### config.mk
export PLATFORM = sky130hd
export DESIGN_NAME = gld_front
export DESIGN_NICKNAME = d
export VERILOG_FILES = /design/src/hw/rtl/gld_pkg.sv /design/src/hw/rtl/gld_front.sv
export SDC_FILE = /design/constraint.sdc
export NUM_CORES = 1
export LEC_CHECK = 0
export BUFFER_PORTS_ARGS = -buffer_cell sky130_fd_sc_hd__clkbuf_2
export CAP_MARGIN = 15
export CORE_MARGIN = 3
export CORE_UTILIZATION = 45
export DETAILED_ROUTE_END_ITERATION = 6
export GPL_ROUTABILITY_DRIVEN = 0
export PLACE_DENSITY = 0.7
export SLEW_MARGIN = 30
export SYNTH_ARGS = -nofsm -noshare
export SYNTH_HDL_FRONTEND = slang
export SYNTH_SLANG_ARGS = --single-unit
### constraint.sdc
create_clock -name clk -period 2.6 [get_ports clk]
set_clock_uncertainty 0.15 [all_clocks]
set_input_delay 0.39 -clock clk [delete_from_list [all_inputs] [get_ports clk]]
set_output_delay 0.39 -clock clk [all_outputs]
set_load 0.1 [all_outputs]
### src/hw/rtl/gld_pkg.sv
// gif lzw decoder package: command/status codes, fsm states, queue entry type
// no dependencies
package gld_pkg;
	localparam int TableEntries = 4096;
	localparam int StackDepth = 4096;
	localparam int TabAw = 12;

	typedef enum logic [1:0] {
		CMD_PUSH = 2'd0,
		CMD_FETCH = 2'd1,
		CMD_START = 2'd2,
		CMD_BAD = 2'd3
	} cmd_t;

	typedef enum logic [2:0] {
		ST_PIXEL = 3'd0,
		ST_NEED = 3'd1,
		ST_CLEAR = 3'd2,
		ST_END_OK = 3'd3,
		ST_MISMATCH = 3'd4,
		ST_ILLEGAL = 3'd5,
		ST_ACCEPTED = 3'd6,
		ST_REFUSED = 3'd7
	} status_t;

	localparam logic CFG_MIN_CODE_SIZE = 1'b0;
	localparam logic CFG_EXPECTED_PIXELS = 1'b1;

	typedef enum logic [2:0] {
		S_IDLE,
		S_EXP_RD,
		S_EXP_WR,
		S_POP_RD,
		S_POP_OUT,
		S_OUT
	} state_t;

	typedef struct packed {
		logic [1:0] cmd;
		logic [7:0] data_byte;
	} item_t;
endpackage

### src/hw/rtl/gld_front.sv
// front part: accepts items into a two-entry queue
// depends on gld_pkg
module gld_front import gld_pkg::*; (
	input  logic       clk,
	input  logic       arst_n,
	input  logic       in_valid,
	input  logic [1:0] in_cmd,
	input  logic [7:0] in_byte,
	output logic       in_stall,
	output logic       q_valid,
	output item_t      q_item,
	input  logic       q_take
);
	item_t mem_q [2];
	logic  wp_q, rp_q;
	logic [1:0] cnt_q;
	logic push;

	assign in_stall = (cnt_q == 2'd2);
	assign push = in_valid && !in_stall;
	assign q_valid = (cnt_q != 2'd0);
	assign q_item = mem_q[rp_q];

	always_ff @(posedge clk) begin
		if (push) mem_q[wp_q] <= '{cmd: in_cmd, data_byte: in_byte};
	end

	always_ff @(posedge clk or negedge arst_n) begin
		if (!arst_n) begin
			wp_q <= 1'b0;
			rp_q <= 1'b0;
			cnt_q <= 2'd0;
		end else begin
			if (push) wp_q <= ~wp_q;
			if (q_take && q_valid) rp_q <= ~rp_q;
			cnt_q <= cnt_q + {1'b0, push} - {1'b0, q_take && q_valid};
		end
	end
endmodule

After elaboration in Yosys (flattened, before gate mapping)
Memory sizes are Yosys's and may differ from the RTL's.
Cells that the tools add are included.
{"block": "totals", "memories": 1, "latch_bits": 0, "mem_bits_ro": 0, "in_bits": 14, "ramBits": 20, "reg_bits": 4, "word_cells": 15}
{"name": "mem_q", "depth": 2, "width": 10, "rd": 1, "rd_clocked_by_memory_dff": 0, "wr": 1, "line_no": "gld_front.sv:14", "text": "item_t mem_q [2];"}
{"block": "classes", "shifts": 0, "div": 0, "multipliers": 0, "n_reduce_logical": 4, "magnitude_cmp": 0, "muxes": 2, "n_bitwise": 2, "eq_ne": 1, "n_addsub": 2}
{"cell": "adder 2 x 1 -> 2 bit", "count": 1}
{"cell": "equality test 2 bit, second input constant", "count": 1}
{"cell": "logical AND 1 bit", "count": 2}
{"cell": "two-way mux 1 bit", "count": 2}
{"cell": "inverter 1 bit", "count": 2}
{"cell": "nonzero test 2 bit", "count": 1}
{"cell": "subtractor 2 x 1 -> 2 bit", "count": 1}
{"cell": "zero test 1 bit", "count": 1}

Logic depth before layout (Yosys ltp)
{"block": "logic_depth", "ltp_word": 5, "mapped_depth": 7, "mapped_depth_nobuf": 7}

Worst setup path after synthesis
OpenSTA, ideal clock, no wires.
{"block": "synth_path", "path_kind": "register to register", "from": "register cnt_q[1]", "to": "register cnt_q[1]", "arrival_time_ps": 1681, "setup_ps": 123, "setup_slack_ps": 647, "path_stages_with_launch": 8, "cell_sequence": "dfrtp_1 or2_4 and2_4 ha_1 inv_1 ha_1 xnor2_1 xnor2_1"}
{"element": "start, declared", "line_no": "gld_front.sv:16", "text": "logic [1:0] cnt_q;"}
{"element": "start signal, assigned", "line_no": "gld_front.sv:36", "text": "cnt_q <= cnt_q + {1'b0, push} - {1'b0, q_take && q_valid};"}
{"element": "nonzero test 2 bit", "line_no": "gld_front.sv:21", "text": "assign q_valid = (cnt_q != 2'd0);"}
{"element": "named net q_valid", "line_no": "gld_front.sv:10", "text": "output logic q_valid,"}
{"element": "logical AND 1 bit", "line_no": "gld_front.sv:36"}
{"element": "subtractor 2 x 1 -> 2 bit", "line_no": "gld_front.sv:36"}
The timed path passes the listed nets, and every way through them passes these cells.
A chain may end at the register's enable or synchronous reset.

==> impl_metrics.csv <==
group,metric,value,unit
clock_tree,clock-sinks,24,
place,dpl-instance-area,1080,um2
timing,drv_slew,0,
yosys,ys_warn_count,0,
routing,initialDrtViolationCount,2,
worst_hold_path,hold_end,"mem_q[1][2]",
routing,wl_per_cell,13.0,um
worst_setup_path,rr_worst_depth,7,
clock_tree,clk_latency,300,ps
floorplanning,dieArea,2630,um2
worst_setup_path,crit_path_start_kind,"flop",
floorplanning,core,1840,um2
final_layout,nets,96,
floorplanning,ios,26,
timing,slew_headroom,64.1,%
yosys,syn_area_per_cell,18.8,um2
floorplanning,rows,15,
yosys,ys_seq_elements,24,
worst_setup_path,worstPathMaxFanout,11,
floorplanning,die_h,51.3,um
yosys,synth_area,923,um2
global_route,track_usage,11.9,%
floorplanning,die_w,51.3,um
worst_setup_path,cp_slowest_cell,"dfrtp_1",
timing,finalCriticalPeriod,2270,ps
clock_tree,clockBufferDepth,2,
clock_tree,htree_num_levels,1,
routing,drc_errors,0,
routing,dr.pass1.iters,2,
worst_setup_path,critical_path_required,2060,ps
worst_setup_path,path_class,"flop to primary output",
yosys,yosysTopAreaCellShare,65.0,%
yosys,ys_seq_area_share,75.9,%
yosys,yosys.area.top_type,"edfxtp_1",
worst_hold_path,hp-start,"in_byte[2]",
floorplanning,initial_core_util,50.2,%
worst_setup_path,reg2reg_to,"cnt_q[1]",
routing,viasPerCell,4.53,
timing,fin_crit_sh,87.2,%
global_route,grt_overflow,0,
final_layout,utilization,60.8,%
clock_tree,cts_tree,"yes",
clock_tree,cts-root-buf,"clkbuf_4",
routing,ant_nets,0,
final_layout,layout_commonest_cell,"clkbuf_2",
timing,worst_pin_slew,541,ps
routing,wl,1350,um
worst_setup_path,r2r_start,"cnt_q[1]",
timing,fin_tns_setup,0,ps
global_route,use_met1,14.5,%
final_layout,stdcell_area,1120,um2
worst_setup_path,reg2reg_slack,760,ps
clock_tree,cts.repair.resized,0,
worst_hold_path,min_path_cells,1,
routing,vias,471,
clock_tree,path_clk_slew,120,ps
run,max_cap_viol_count,0,
global_route,busiest_layer,"met2",
clock_tree,post_cts_buffers,0,
worst_setup_path,critical_path.top_delay_family,"flip-flops",
global_route,met3_usage,2.62,%
global_route,use_met2,19.1,%
final_layout,layout_common_cells,"clkbuf_2 (25), edfxtp_1 (20), mux2_2 (10)",
worst_hold_path,min_path_type,"input port to flop",
yosys,ys_async_sr_fraction,16.7,%
status,status,"completed",
worst_setup_path,crit_arrival,1730,ps
clock_tree,numCtsBuffers,3,
yosys,syn_nets,65,
place,dp_hpwl,998,um
worst_setup_path,slowest_delay,660,ps
timing,rsz0062_at_grt,"no",
final_layout,diodes,0,
place,port_buffers,25,
timing,hold_viol_final,0,
yosys,synth_edf_count,20,
yosys,synth_cells,49,
worst_setup_path,crit_buf_inv,1,
global_route,grt_pass1_vias,474,
worst_setup_path,crit_chain,"mux2_2 -> clkbuf_2",
yosys,synthDistinctLibCells,14,
timing,max_freq,0.441,GHz
yosys,synth.area.top_cells,"edfxtp_1 (65%), mux2_2 (12%), dfrtp_1 (11%)",
final_layout,drive_gt1_share,51.9,%
global_route,grt_max_degree,14,
global_route,antenna_found_initial,0,
final_layout,area_delta_synth_final,21.1,%
clock_tree,cts_hold_buf,1,
timing,setup_viol,0,
yosys,ys.flop_type,"edfxtp_1",
global_route,grt_pass1_wl,2150,um
worst_setup_path,end_kind,"primary output",
## metal layers
metal	part of all wire, %	up-vias
met5	0	-
met4	1.6	0
met3	5.2	2
met2	48	13
met1	46	215
li1	-	241
## area by class of cell
| class | instances | area (um2) |
|---|---|---|
| fillers | 166 | 721 |
| repair buffers | 27 | 143 |
| well taps | 25 | 31.3 |
| flip-flops and latches | 24 | 701 |
| multi-input cells | 22 | 210 |
| inverters | 2 | 7.51 |
| clock buffers | 4 | 26.3 |
## worst register-to-register path: cells and delay by family (launching register included)
kind | cells | cell delay [ps]
xor gates and xnor gates | 2 | 290
and+or+nand+nor | 2 | 420
buffers and inverters | 1 | 40
adders and majority gates | 2 | 440
DFF | 1 | 430
## sequential cells by signal, indices dropped and copies added, names as in the netlist
signal,count
wp_q,1
mem_q,20
rp_q,1
cnt_q,2
## worst max path at each step
stage	startpoint	endpoint	slack [ps]	depth (start not counted)
finish	rp_q	q_item[7]	330	2
global route	rp_q	q_item[5]	230	2
CTS	rp_q	q_item[7]	300	2
detailed placement	rp_q	q_item[7]	660	2
global placement	rp_q	q_item[3]	680	2
floorplan	cnt_q[1]	cnt_q[1]	650	7
## metrics by stage
step                      worst slack [ps]  hold slack [ps]  cells
after floorplan                        647            -55.6     49
after global placement                 685             54.1     99
after detailed placement               658             58.0     99
after CTS                              305              109    104
after global routing                   228             92.0    104
final                                  334              117    104
## synthesized netlist by cell type, types with 2 or more instances
cell type / count
dfrtp_1: 4
inv_1: 2
mux2_2: 10
edfxtp_1: 20
ha_1: 2
xnor2_1: 3
## kinds of logic after synthesis
kind of cell | synth area share [%]
XOR/XNOR | 3.79
AND/OR/NAND/NOR | 4.07
buffers and inverters | 1.35
flip-flops | 75.9
multiplexers | 12.2
adder cells (fa/ha/maj) | 2.71
Power is not shown: default switching activity piles up to over one toggle a cycle in this logic, so the estimate is an artifact.
